`src/rtl/core/spi_slave_fixed_frame_mailbox_defines.svh`:
```
// Assertion macros shared by the mailbox RTL.
`ifndef SPI_SLAVE_FIXED_FRAME_MAILBOX_DEFINES_SVH
`define SPI_SLAVE_FIXED_FRAME_MAILBOX_DEFINES_SVH
`ifndef SYNTHESIS
`define SFFM_ASSERT_NOW(label, ante, cons) \
    label: assert property (@(posedge clk) disable iff (!rst_n) (ante) |-> (cons)) \
        else $error("mailbox assertion failed");
`define SFFM_ASSERT_NEXT(label, ante, cons) \
    label: assert property (@(posedge clk) disable iff (!rst_n) (ante) |=> (cons)) \
        else $error("mailbox assertion failed");
`else
`define SFFM_ASSERT_NOW(label, ante, cons)
`define SFFM_ASSERT_NEXT(label, ante, cons)
`endif
`endif

```
`src/rtl/core/sffm_pkg.sv`:
```
package sffm_pkg;

    localparam int FRAME_BYTES_DEF = 32;
    localparam int REQ_W           = 3;
    localparam int BYTE_W          = 8;
    localparam int IDX_W           = 5;
    localparam int CNT_W           = 32;
    localparam int QUEUE_DEPTH     = 3;
    localparam int QCNT_W          = 2;
    localparam int QPTR_W          = 2;

    typedef enum logic [REQ_W-1:0] {
        REQ_EXCHANGE = 3'd0,
        REQ_OVERRUN  = 3'd1,
        REQ_STAGE    = 3'd2,
        REQ_COMMIT   = 3'd3,
        REQ_READ     = 3'd4,
        REQ_RELEASE  = 3'd5,
        REQ_START    = 3'd6,
        REQ_STOP     = 3'd7
    } req_t;

    typedef struct packed {
        logic rd;
        logic wr;
        logic swap;
        logic restart;
        logic keep;
    } tx_cmd_t;

    typedef struct packed {
        logic rd;
        logic wr;
        logic flip;
        logic restart;
    } rx_cmd_t;

    typedef struct packed {
        logic               src_tx;
        logic               src_rx;
        logic               accepted;
        logic               frame_done;
        logic               rx_avail;
        logic               tx_pending;
        logic               running;
        logic [IDX_W-1:0]   frame_position;
        logic [CNT_W-1:0]   frames_count;
        logic [CNT_W-1:0]   overrun_count;
        logic [CNT_W-1:0]   byte_count;
    } stage_t;

    typedef struct packed {
        logic [BYTE_W-1:0]  out_byte;
        logic               accepted;
        logic               frame_done;
        logic               rx_avail;
        logic               tx_pending;
        logic               running;
        logic [IDX_W-1:0]   frame_position;
        logic [CNT_W-1:0]   frames_count;
        logic [CNT_W-1:0]   overrun_count;
        logic [CNT_W-1:0]   byte_count;
    } res_t;

endpackage

```
`src/rtl/core/sffm_tx_store.sv`:
```
module sffm_tx_store
    import sffm_pkg::*;
#(
    parameter int FRAME_BYTES = FRAME_BYTES_DEF
)
(
    input  logic                           clk,
    input  logic                           rst_n,
    input  tx_cmd_t                        cmd,
    input  logic [$clog2(FRAME_BYTES)-1:0] addr,
    input  logic [BYTE_W-1:0]              wdata,
    output logic [BYTE_W-1:0]              rdata,
    output logic                           zero
);

    localparam int POS_W     = $clog2(FRAME_BYTES);
    localparam int ADDR_W    = POS_W + 1;
    localparam int MEM_DEPTH = 1 << ADDR_W;

    // Each position has two physical slots. The current and staged frames each
    // point at one slot, or read as zero, so a swap only moves the pointers.
    logic [BYTE_W-1:0] mem [0:MEM_DEPTH-1];
    logic              cur_slot_reg [0:FRAME_BYTES-1];
    logic              stg_slot_reg [0:FRAME_BYTES-1];
    logic              cur_zero_reg [0:FRAME_BYTES-1];
    logic              stg_zero_reg [0:FRAME_BYTES-1];
    logic [BYTE_W-1:0] rdata_reg;
    logic              zero_reg;
    logic              wr_slot;

    assign wr_slot = cur_zero_reg[addr] ? stg_slot_reg[addr] : ~cur_slot_reg[addr];

    always_ff @(posedge clk or negedge rst_n)
    begin
        if (!rst_n)
        begin
            for (int i = 0; i < FRAME_BYTES; i++)
            begin
                cur_slot_reg[i] <= 1'b0;
                stg_slot_reg[i] <= 1'b0;
                cur_zero_reg[i] <= 1'b1;
                stg_zero_reg[i] <= 1'b1;
            end
        end
        else if (cmd.restart)
        begin
            for (int i = 0; i < FRAME_BYTES; i++)
            begin
                if (cmd.keep)
                begin
                    cur_slot_reg[i] <= stg_slot_reg[i];
                    cur_zero_reg[i] <= stg_zero_reg[i];
                end
                else
                begin
                    cur_zero_reg[i] <= 1'b1;
                end
                stg_zero_reg[i] <= 1'b1;
            end
        end
        else if (cmd.swap)
        begin
            for (int i = 0; i < FRAME_BYTES; i++)
            begin
                cur_slot_reg[i] <= stg_slot_reg[i];
                cur_zero_reg[i] <= stg_zero_reg[i];
            end
        end
        else if (cmd.wr)
        begin
            stg_slot_reg[addr] <= wr_slot;
            stg_zero_reg[addr] <= 1'b0;
        end
    end

    always_ff @(posedge clk)
    begin
        if (cmd.wr)
        begin
            mem[{wr_slot, addr}] <= wdata;
        end
        if (cmd.rd)
        begin
            rdata_reg <= mem[{cur_slot_reg[addr], addr}];
            zero_reg  <= cur_zero_reg[addr];
        end
    end

    assign rdata = rdata_reg;
    assign zero  = zero_reg;

endmodule

```
`src/rtl/core/sffm_rx_store.sv`:
```
module sffm_rx_store
    import sffm_pkg::*;
#(
    parameter int FRAME_BYTES = FRAME_BYTES_DEF
)
(
    input  logic                           clk,
    input  logic                           rst_n,
    input  rx_cmd_t                        cmd,
    input  logic [$clog2(FRAME_BYTES)-1:0] addr,
    input  logic [BYTE_W-1:0]              wdata,
    output logic [BYTE_W-1:0]              rdata,
    output logic                           valid
);

    localparam int POS_W     = $clog2(FRAME_BYTES);
    localparam int ADDR_W    = POS_W + 1;
    localparam int MEM_DEPTH = 1 << ADDR_W;

    // Two banks: one fills while the other holds the ready frame.
    logic [BYTE_W-1:0] mem [0:MEM_DEPTH-1];
    logic              fill_sel_reg;
    logic              ready_valid_reg;
    logic [BYTE_W-1:0] rdata_reg;
    logic              valid_reg;

    always_ff @(posedge clk or negedge rst_n)
    begin
        if (!rst_n)
        begin
            fill_sel_reg    <= 1'b0;
            ready_valid_reg <= 1'b0;
        end
        else if (cmd.restart)
        begin
            ready_valid_reg <= 1'b0;
        end
        else if (cmd.flip)
        begin
            fill_sel_reg    <= ~fill_sel_reg;
            ready_valid_reg <= 1'b1;
        end
    end

    always_ff @(posedge clk)
    begin
        if (cmd.wr)
        begin
            mem[{fill_sel_reg, addr}] <= wdata;
        end
        if (cmd.rd)
        begin
            rdata_reg <= mem[{~fill_sel_reg, addr}];
            valid_reg <= ready_valid_reg;
        end
    end

    assign rdata = rdata_reg;
    assign valid = valid_reg;

endmodule

```
`src/rtl/core/sffm_out_queue.sv`:
```
`include "spi_slave_fixed_frame_mailbox_defines.svh"

module sffm_out_queue
    import sffm_pkg::*;
(
    input  logic              clk,
    input  logic              rst_n,
    input  logic              push,
    input  res_t              push_data,
    input  logic              pop,
    output logic              not_empty,
    output res_t              head,
    output logic [QCNT_W-1:0] count
);

    res_t              entry_reg [0:QUEUE_DEPTH-1];
    logic [QPTR_W-1:0] wr_ptr_reg;
    logic [QPTR_W-1:0] rd_ptr_reg;
    logic [QCNT_W-1:0] count_reg;
    logic              do_pop;

    assign do_pop = pop && (count_reg != '0);

    function automatic logic [QPTR_W-1:0] ptr_inc(input logic [QPTR_W-1:0] p);
        return (p == QPTR_W'(QUEUE_DEPTH - 1)) ? '0 : p + QPTR_W'(1);
    endfunction

    always_ff @(posedge clk or negedge rst_n)
    begin
        if (!rst_n)
        begin
            wr_ptr_reg <= '0;
            rd_ptr_reg <= '0;
            count_reg  <= '0;
        end
        else
        begin
            if (push)
            begin
                wr_ptr_reg <= ptr_inc(wr_ptr_reg);
            end
            if (do_pop)
            begin
                rd_ptr_reg <= ptr_inc(rd_ptr_reg);
            end
            if (push && !do_pop)
            begin
                count_reg <= count_reg + QCNT_W'(1);
            end
            else if (!push && do_pop)
            begin
                count_reg <= count_reg - QCNT_W'(1);
            end
        end
    end

    always_ff @(posedge clk)
    begin
        if (push)
        begin
            entry_reg[wr_ptr_reg] <= push_data;
        end
    end

    assign not_empty = (count_reg != '0);
    assign head      = entry_reg[rd_ptr_reg];
    assign count     = count_reg;

    `SFFM_ASSERT_NOW(a_no_push_when_full, push, count_reg < QCNT_W'(QUEUE_DEPTH))

endmodule

```
`src/rtl/core/spi_slave_fixed_frame_mailbox.sv`:
```
// Frame engine for an SPI slave that exchanges fixed frames of FRAME_BYTES bytes.
// Requests enter on the s_ channel: s_tuser holds the request type, s_tdata the
// received byte, the byte index and the staged byte. Every request gives exactly
// one response on the m_ channel with the output byte, the accepted flag, the
// engine flags, the frame position and the three counters; m_tlast marks the
// exchange that completed a frame.
// A request is taken in the cycle it is offered when there is room, so one
// request per cycle is sustained while the receiver takes every response. The
// response passes through the synchronous frame memory read and then the
// response register queue.
// Transmit frames sit in a two-slot memory with per-position slot pointers, and
// received frames in a two-bank memory, so frame swaps need no copying.
// After reset the engine is stopped, all frames read as zero and counters are
// zero. When the receiver stalls, up to three responses are held and s_tready
// drops until a response is taken; no response is lost.
`include "spi_slave_fixed_frame_mailbox_defines.svh"

module spi_slave_fixed_frame_mailbox
    import sffm_pkg::*;
#(
    parameter int FRAME_BYTES = FRAME_BYTES_DEF
)
(
    input  logic         clk,
    input  logic         rst_n,
    input  logic         s_tvalid,
    output logic         s_tready,
    input  logic [23:0]  s_tdata,   // rx_byte[7:0], byte_index[12:8], write_byte[20:13]
    input  logic [2:0]   s_tuser,   // req_type[2:0]
    output logic         m_tvalid,
    input  logic         m_tready,
    output logic [119:0] m_tdata,   // out_byte[7:0], accepted[8], rx_avail[9],
                                    // tx_pending[10], running[11], frame_position[16:12],
                                    // frames_count[48:17], overrun_count[80:49],
                                    // byte_count[112:81]
    output logic         m_tlast    // frame_done
);

    localparam int POS_W = $clog2(FRAME_BYTES);
    localparam int EXT_W = (POS_W > IDX_W) ? POS_W : IDX_W;
    localparam logic [POS_W-1:0] POS_LAST = POS_W'(FRAME_BYTES - 1);

    req_t              req;
    logic [BYTE_W-1:0] rx_byte;
    logic [IDX_W-1:0]  byte_index;
    logic [BYTE_W-1:0] write_byte;
    logic              s_accept;
    logic              idx_ok;
    logic [EXT_W-1:0]  idx_ext;
    logic [POS_W-1:0]  idx_addr;
    logic [EXT_W-1:0]  pos_ext;

    logic [POS_W-1:0]  pos_reg, pos_next;
    logic              run_reg, run_next;
    logic              pending_reg, pending_next;
    logic              ready_reg, ready_next;
    logic [CNT_W-1:0]  frames_reg, frames_next;
    logic [CNT_W-1:0]  overruns_reg, overruns_next;
    logic [CNT_W-1:0]  bytes_reg, bytes_next;

    logic              p1_valid_reg;
    stage_t            p1_reg, p1_next;

    tx_cmd_t           tx_cmd;
    rx_cmd_t           rx_cmd;
    logic [POS_W-1:0]  tx_addr;
    logic [POS_W-1:0]  rx_addr;
    logic [BYTE_W-1:0] tx_rdata;
    logic              tx_zero;
    logic [BYTE_W-1:0] rx_rdata;
    logic              rx_valid;

    res_t              res;
    res_t              head;
    logic [QCNT_W-1:0] q_count;
    logic [2:0]        occ;
    logic              m_accept;

    assign req        = req_t'(s_tuser);
    assign rx_byte    = s_tdata[7:0];
    assign byte_index = s_tdata[12:8];
    assign write_byte = s_tdata[20:13];

    assign occ      = 3'(q_count) + 3'(p1_valid_reg);
    assign s_tready = (occ < 3'(QUEUE_DEPTH));
    assign s_accept = s_tvalid && s_tready;
    assign m_accept = m_tvalid && m_tready;

    assign idx_ok   = (32'(byte_index) < FRAME_BYTES);
    assign idx_ext  = EXT_W'(byte_index);
    assign idx_addr = idx_ext[POS_W-1:0];

    always_comb
    begin
        pos_next      = pos_reg;
        run_next      = run_reg;
        pending_next  = pending_reg;
        ready_next    = ready_reg;
        frames_next   = frames_reg;
        overruns_next = overruns_reg;
        bytes_next    = bytes_reg;
        tx_cmd        = '0;
        rx_cmd        = '0;
        tx_addr       = pos_reg;
        rx_addr       = pos_reg;
        p1_next       = '0;

        if (s_accept)
        begin
            unique case (req)
                REQ_EXCHANGE:
                begin
                    if (run_reg)
                    begin
                        p1_next.accepted = 1'b1;
                        p1_next.src_tx   = 1'b1;
                        tx_cmd.rd        = 1'b1;
                        rx_cmd.wr        = 1'b1;
                        bytes_next       = bytes_reg + CNT_W'(1);
                        if (pos_reg == POS_LAST)
                        begin
                            p1_next.frame_done = 1'b1;
                            rx_cmd.flip        = 1'b1;
                            ready_next         = 1'b1;
                            frames_next        = frames_reg + CNT_W'(1);
                            pos_next           = '0;
                            tx_cmd.swap        = pending_reg;
                            pending_next       = 1'b0;
                        end
                        else
                        begin
                            pos_next = pos_reg + POS_W'(1);
                        end
                    end
                end
                REQ_OVERRUN:
                begin
                    if (run_reg)
                    begin
                        p1_next.accepted = 1'b1;
                        overruns_next    = overruns_reg + CNT_W'(1);
                        pos_next         = '0;
                        tx_cmd.swap      = pending_reg;
                        pending_next     = 1'b0;
                    end
                end
                REQ_STAGE:
                begin
                    tx_addr = idx_addr;
                    if (idx_ok)
                    begin
                        p1_next.accepted = 1'b1;
                        tx_cmd.wr        = 1'b1;
                    end
                end
                REQ_COMMIT:
                begin
                    if (run_reg)
                    begin
                        p1_next.accepted = 1'b1;
                        pending_next     = 1'b1;
                    end
                end
                REQ_READ:
                begin
                    rx_addr = idx_addr;
                    if (idx_ok)
                    begin
                        p1_next.accepted = 1'b1;
                        p1_next.src_rx   = 1'b1;
                        rx_cmd.rd        = 1'b1;
                    end
                end
                REQ_RELEASE:
                begin
                    p1_next.accepted = ready_reg;
                    ready_next       = 1'b0;
                end
                REQ_START:
                begin
                    p1_next.accepted = 1'b1;
                    tx_cmd.restart   = 1'b1;
                    tx_cmd.keep      = pending_reg;
                    rx_cmd.restart   = 1'b1;
                    pos_next         = '0;
                    pending_next     = 1'b0;
                    ready_next       = 1'b0;
                    frames_next      = '0;
                    overruns_next    = '0;
                    bytes_next       = '0;
                    run_next         = 1'b1;
                end
                REQ_STOP:
                begin
                    p1_next.accepted = run_reg;
                    run_next         = 1'b0;
                end
                default:
                begin
                    p1_next.accepted = 1'b0;
                end
            endcase
        end

        pos_ext                = EXT_W'(pos_next);
        p1_next.rx_avail       = ready_next;
        p1_next.tx_pending     = pending_next;
        p1_next.running        = run_next;
        p1_next.frame_position = pos_ext[IDX_W-1:0];
        p1_next.frames_count   = frames_next;
        p1_next.overrun_count  = overruns_next;
        p1_next.byte_count     = bytes_next;
    end

    always_ff @(posedge clk or negedge rst_n)
    begin
        if (!rst_n)
        begin
            pos_reg      <= '0;
            run_reg      <= 1'b0;
            pending_reg  <= 1'b0;
            ready_reg    <= 1'b0;
            frames_reg   <= '0;
            overruns_reg <= '0;
            bytes_reg    <= '0;
            p1_valid_reg <= 1'b0;
        end
        else
        begin
            pos_reg      <= pos_next;
            run_reg      <= run_next;
            pending_reg  <= pending_next;
            ready_reg    <= ready_next;
            frames_reg   <= frames_next;
            overruns_reg <= overruns_next;
            bytes_reg    <= bytes_next;
            p1_valid_reg <= s_accept;
        end
    end

    always_ff @(posedge clk)
    begin
        if (s_accept)
        begin
            p1_reg <= p1_next;
        end
    end

    sffm_tx_store #(
        .FRAME_BYTES (FRAME_BYTES)
    ) u_tx_store (
        .clk   (clk),
        .rst_n (rst_n),
        .cmd   (tx_cmd),
        .addr  (tx_addr),
        .wdata (write_byte),
        .rdata (tx_rdata),
        .zero  (tx_zero)
    );

    sffm_rx_store #(
        .FRAME_BYTES (FRAME_BYTES)
    ) u_rx_store (
        .clk   (clk),
        .rst_n (rst_n),
        .cmd   (rx_cmd),
        .addr  (rx_addr),
        .wdata (rx_byte),
        .rdata (rx_rdata),
        .valid (rx_valid)
    );

    always_comb
    begin
        res.out_byte = '0;
        if (p1_reg.src_tx && !tx_zero)
        begin
            res.out_byte = tx_rdata;
        end
        else if (p1_reg.src_rx && rx_valid)
        begin
            res.out_byte = rx_rdata;
        end
        res.accepted       = p1_reg.accepted;
        res.frame_done     = p1_reg.frame_done;
        res.rx_avail       = p1_reg.rx_avail;
        res.tx_pending     = p1_reg.tx_pending;
        res.running        = p1_reg.running;
        res.frame_position = p1_reg.frame_position;
        res.frames_count   = p1_reg.frames_count;
        res.overrun_count  = p1_reg.overrun_count;
        res.byte_count     = p1_reg.byte_count;
    end

    sffm_out_queue u_out_queue (
        .clk       (clk),
        .rst_n     (rst_n),
        .push      (p1_valid_reg),
        .push_data (res),
        .pop       (m_accept),
        .not_empty (m_tvalid),
        .head      (head),
        .count     (q_count)
    );

    assign m_tdata = {7'd0, head.byte_count, head.overrun_count, head.frames_count,
                      head.frame_position, head.running, head.tx_pending,
                      head.rx_avail, head.accepted, head.out_byte};
    assign m_tlast = head.frame_done;

    `SFFM_ASSERT_NEXT(a_frame_wrap,
        s_accept && req == REQ_EXCHANGE && run_reg && pos_reg == POS_LAST,
        pos_reg == '0 && ready_reg && p1_reg.frame_done)
    `SFFM_ASSERT_NOW(a_occupancy, p1_valid_reg, 3'(q_count) < 3'(QUEUE_DEPTH))
    `SFFM_ASSERT_NEXT(a_start_clears, s_accept && req == REQ_START,
        run_reg && !pending_reg && !ready_reg && pos_reg == '0 &&
        frames_reg == '0 && overruns_reg == '0 && bytes_reg == '0)

endmodule
```
`config.mk`:
```
export PLATFORM = sky130hd
export DESIGN_NAME = spi_slave_fixed_frame_mailbox
export DESIGN_NICKNAME = d
export VERILOG_FILES = /design/src/rtl/core/sffm_pkg.sv /design/src/rtl/core/sffm_tx_store.sv /design/src/rtl/core/sffm_rx_store.sv /design/src/rtl/core/sffm_out_queue.sv /design/src/rtl/core/spi_slave_fixed_frame_mailbox.sv
export VERILOG_INCLUDE_DIRS = /design/src /design/src/rtl/core
export SDC_FILE = /design/constraint.sdc
export NUM_CORES = 2
export LEC_CHECK = 0
export ABC_AREA = 1
export BUFFER_PORTS_ARGS = -buffer_cell sky130_fd_sc_hd__buf_2
export CORE_MARGIN = 1.5
export CORE_UTILIZATION = 40
export CTS_BUF_LIST = sky130_fd_sc_hd__clkbuf_2 sky130_fd_sc_hd__clkbuf_4 sky130_fd_sc_hd__clkbuf_8
export DETAILED_ROUTE_END_ITERATION = 8
export GPL_TIMING_DRIVEN = 1
export PLACE_DENSITY = 0.67
export SYNTH_ARGS = -nofsm -noshare
export SYNTH_HDL_FRONTEND = slang
export SYNTH_HIERARCHICAL = 1
export SYNTH_SLANG_ARGS = --single-unit
```
`constraint.sdc`:
```
create_clock -name clk -period 10.1 [get_ports clk]
set_input_delay 0.505 -clock clk [delete_from_list [all_inputs] [get_ports clk]]
set_output_delay 0.505 -clock clk [all_outputs]
set_load 0.005 [all_outputs]
```
# After elaboration in Yosys (flattened, before gate mapping)
# Memories as Yosys holds them, arrays and structs flattened. A register that Yosys moved wholly into a read port is not among the register bits.
# Cells that the tools add are included.
# Widths: inputs -> output; s select.
# classes
bitwise_logic,8
n_reduce_logical,24
magnitude_cmp,3
n_eq_ne,12
addsub,9
mux,145
# op_table
cell,count
$mux 32,14
$pmux 32 s2,3
$mux 1,98
$add 32x1->32 const B,3
$mux 5,9
$and 32x32->32,1
$bwmux 32,1
$not 32->32,1
$mux 8,2
$bmux 1 s5,3
$pmux 5 s3,1
$mux 2,7
$eq 3x3->1 const B,4
$reduce_bool 2->1,5
$logic_and 1x1->1,8
$add 2x1->2 const B,3
$eq 3x2->1 const B,2
$ge 6x6->1 const B,1
$lt 6x1->1 const B,1
$not 5->6,1
$pmux 1 s2,3
$reduce_and 2->1,3
$add 5x1->5 const B,1
$demux 1 s5,1
16 further kinds,25
# word_totals
input_bits,31
mem_bits_rw,1366
mem_count,3
reg_bits,351
output_inout_bits,123
# memory_table
name,depth,word_bits,rd,rd_ports_with_merged_regs,write_ports,line_no,rtl
u_rx_store.mem,64,8,1,1,1,sffm_rx_store.sv:21,logic [BYTE_W-1:0] mem [0:MEM_DEPTH-1];
u_tx_store.mem,64,8,1,1,1,sffm_tx_store.sv:22,logic [BYTE_W-1:0] mem [0:MEM_DEPTH-1];
u_out_queue.entry_reg,3,114,1,0,1,sffm_out_queue.sv:16,res_t entry_reg [0:QUEUE_DEPTH-1];

# Longest topological paths before layout
# depth
depth_word,14
depth_mapped,23

# By module
# Netlist, hierarchy kept.
# by_module_without_submodules
mod,area_each_um2,cells_per_inst,n_inst
sffm_tx_store,25924.9,2137,1
sffm_rx_store,22148.7,2167,1
sffm_out_queue,12613.3,874,1
spi_slave_fixed_frame_mailbox,10401.2,1206,1

# Least setup slack after synthesis
# Ideal clock, no wire load.
# synth_timing
kind,register to register
from,reg u_out_queue.wr_ptr_reg[0]
to,mem u_out_queue/entry_reg[2][0] (netlist bit) (enable)
stages_incl_launch_ff,4
setup_ns,0.589
setup_slack_ns,4.263
path_buffers,0
synth_period_minus_slack_ns,5.837
t_arrival_ns,5.247
cell_sequence,dfrtp_1 -> inv_1 -> nand2_1 -> nor2_1
# synth_lines
element,line_no,rtl
start: declaration,sffm_out_queue.sv:17,logic [QPTR_W-1:0] wr_ptr_reg;
start signal: assignment,sffm_out_queue.sv:40,wr_ptr_reg <= ptr_inc(wr_ptr_reg);
end: declaration,sffm_out_queue.sv:16,
# Straight into the memory's write port.

# Worst setup path after layout
# layout_timing
from,reg p1_valid_reg
to,mem u_rx_store.mem[34][1] (enable)
# layout_between
word_cells_on_any_way,7
classes_between,add/sub: 1; order compare: 1; mux: 4; reduce/logical: 1
# layout_lines
element,line_no,rtl
start: declaration,spi_slave_fixed_frame_mailbox.sv:61,logic p1_valid_reg;
start signal: assignment,spi_slave_fixed_frame_mailbox.sv:237,p1_valid_reg <= s_accept;
$add 2x1->3,spi_slave_fixed_frame_mailbox.sv:84,assign occ = 3'(q_count) + 3'(p1_valid_reg);
$lt 3x2->1,spi_slave_fixed_frame_mailbox.sv:85,assign s_tready = (occ < 3'(QUEUE_DEPTH));
$logic_and 1x1->1,spi_slave_fixed_frame_mailbox.sv:86,assign s_accept = s_tvalid && s_tready;
$mux 5,spi_slave_fixed_frame_mailbox.sv:108,if (s_accept)
net rx_addr[1],spi_slave_fixed_frame_mailbox.sv:67,logic [POS_W-1:0] rx_addr;
end: declaration,sffm_rx_store.sv:21,
# The timed path passes the listed nets, and every way through them passes these cells.

==> impl_results.md <==
* VDD IR max at between 0.15 and 0.2 mV
* Num ports at around 150
* Final instance area at a little under 80000 sq um
* Post-synth ARST share at 0.139
* Main combinational cell family by area after synthesis: simple AND/OR/NAND/NOR gates
* Most numerous cell in the Yosys netlist: nand2_1
* Ys Warns at 6
* Rows at 154
* Synth Area in Simple Gates at 0.198
* Sequential-to-total area share from yosys stat at 0.716
* Antenna-violating nets left at 0
* Synth cell types at 51
* Post-synthesis xor/xnor area fraction at 0.000246
* Worst Hold Class: in2async
* Filler cells at 15900
* Final nets at 6656
* Worst setup path class: reg2reg
* Post-detail-place hpwl at approximately 100 mm
* RSZ-0062 raised after global routing: false
* CTS tree: built
* Cells on worst reg2reg path at 14
* Initial Util at 0.403
* Routed len/inst at ~19 microns
* Post-layout min period at approximately 6.4 ns
* Area after DPL at roughly 74000 sq um
* Type of origin of the critical path: register
* CP max FO at between 50 and 60
* CTS Hold Buffers Added at 6
* Mean post-synth cell area at 11.1 sq um
* First-pass GRT wire length at 266 mm
* Reg-to-reg setup timing slack at approximately 3.7 ns
* Die Ht at between 400 and 500 microns
* Root Driver: clkbuf_8
* Crit path capture type: register
* Initial antenna violation count at 5
* Die width at approximately 420 microns
* Failing checks: design-rule violations
* Post-Syn Area at 71100 sq um
* Final setup margin at about 3.7 ns
* Layout cells sized above 1 at 0.115
* Cts repair resizes at 0
* Max-slew headroom at the worst pin at 0.200
* Core ar. at between 150000 and 200000 sq um
* Largest net degree at the start of global routing at ~170
* MaxCap Viol Count at 0
* Largest cells by area after synthesis: edfxtp_1 (63%), nand2_1 (14%), dfrtp_1 (6.2%)
* Area growth syn-to-layout at 11.8%
* Vias in the first global route at between 40000 and 50000
* Clk slew on worst S/H paths at 0.07 ns
* Dpl ws at approximately 3.6 ns
* Fin util at 0.451
* Final TNS setup at 0 ns
* Syn Inst Count at roughly 6400
* Compound-Gate Fraction of Synth Area at 0.0491
* Most used DFF post-synth: edfxtp_1
* Die Footprint at approximately 180000 sq um
* Gr usage total at 0.190
* Setup bufs post-CTS at 0
* PD cells at roughly 220 nW/um^2
* Crit path launch: p1_valid_reg
* Vias per cell at ~5
* Status: complete, but fails checks
* Final Hold Vio Count at 0
* Port buffer count at between 100 and 150
* CTS Buf Count at about 300
* Worst r2r src: p1_valid_reg
* EDFF count, synth at between 1000 and 1500
* CTS Buffer Depth at 4
* Adder-cell share of the synthesized area at 0.00141
* Worst-margin pin slew at approximately 1.2 ns
* Vias at around 47000
* Cell taking the most area after synthesis: edfxtp_1
* WP data required at 10.68 ns
* Worst skew pair latency at just over 1 ns
* Top post-synthesis cells by count: nand2_1 (2719), edfxtp_1 (1492), nor2_1 (386)
* Worst EP arrival at 7.01 ns
* 1st-iter DRT viols at approximately 4400
* Final setup violation count at 0
* Residual DRC count at 52
* Post-synth top area share at 0.630
* Leakage power at 31.2 nW
* CTS HTree Levels at 5
* First-pass detailed-route iteration total at 9
* FF-to-FF End: u_rx_store/mem[34][1]
* Crit share post-route at 0.637
* Grt total ovfl at 0
* Multiplexer area fraction after synthesis at 0
* Fmax at ~160 MHz
* GP Congestion at 0.869
* Final Slew Violations at 0
* DRT Wirelength at roughly 170 mm
* CTS Sinks at around 1700
* #FFs+latches synth at approximately 1700
* Max Clock Skew at 0.0852 ns
## placed cells by master, fill, tap and decap left out, types with 18 or more instances in the layout
| cell type | count |
|---|---|
| nor2_1 | 381 |
| edfxtp_1 | 1492 |
| nand4_1 | 39 |
| clkbuf_4 | 83 |
| dfstp_2 | 64 |
| nand2_1 | 2719 |
| clkinv_2 | 29 |
| o21ai_0 | 138 |
| inv_1 | 271 |
| nor3_1 | 34 |
| a21oi_1 | 68 |
| o21ai_1 | 18 |
| a22oi_1 | 279 |
| clkbuf_8 | 313 |
| buf_2 | 142 |
| buf_4 | 62 |
| nand3_1 | 285 |
| clkinv_1 | 61 |
| dfrtp_1 | 176 |
## critical path: stages (launching register included)
cell and delay [ns]:
dfrtp_1 0.44, ha_1 0.24, ha_1 0.29, nand2_1 0.08, nand3_2 0.06, buf_4 0.25
nor3_2 0.15, buf_4 0.35, nand2_1 0.16, o21ai_4 0.08, buf_4 0.53, clkinv_2 0.75
nor2_1 0.88, nand3_1 0.81, nor2_1 0.91
## power breakdown
part / switching (mW) / internal (mW)
sequential: 0.296 / 8.71
combinational: 1.98 / 0.682
clock: 2.69 / 3.20
total: 4.97 / 12.6
## layout make-up
class	instances	area, sq um	area share
timing repair buffer	213	1290	0.0162
inverter	291	1110	0.0140
antenna	6	15.0	0.000189
tap	2340	2930	0.0368
clock buffer	396	4930	0.0621
multi-input combinational	4085	17800	0.224
clock inverter	96	479	0.00603
sequential	1733	50900	0.641
## through the flow
step           instances  hold slack, ns  total power, mW
6_report            9160           0.158             17.6
5_1_grt             9157           0.166             18.3
4_1_cts             9154          0.0750             17.7
3_5_place_dp        8656           0.454             11.9
3_3_place_gp        8656           0.441             11.8
2_1_floorplan       6390           0.209             10.5
## cells by family (layout without fill, tap and decap cells)
family / count (synthesis) / after routing
xor gates and xnor gates: 2 / 2
and+or+nand+nor: 3526 / 3526
buffers and inverters: 572 / 996
AOI/OAI and AO/OA: 542 / 542
other: 1 / 13
DFF: 1733 / 1733
adders and majority gates: 8 / 8
## per-layer routing
layer	wire length, microns	vias up	GRT usage
li1	-	22100	-
met1	73100	22600	0.255
met2	82000	1722	0.307
met3	12700	311	0.0363
met4	5090	2	0.0688
met5	11	-	0
## how the worst max path moves through the flow
stage | to | cells past startpoint
2_1_floorplan | u_out_queue/entry_reg[2][0] | 3
3_3_place_gp | u_rx_store/mem[18][2] | 14
3_5_place_dp | u_rx_store/mem[11][1] | 14
4_1_cts | u_rx_store/mem[11][5] | 14
5_1_grt | u_rx_store/mem[10][6] | 14
6_report | u_rx_store/mem[34][1] | 14
Note: power is estimated with default switching activity, not from simulation.
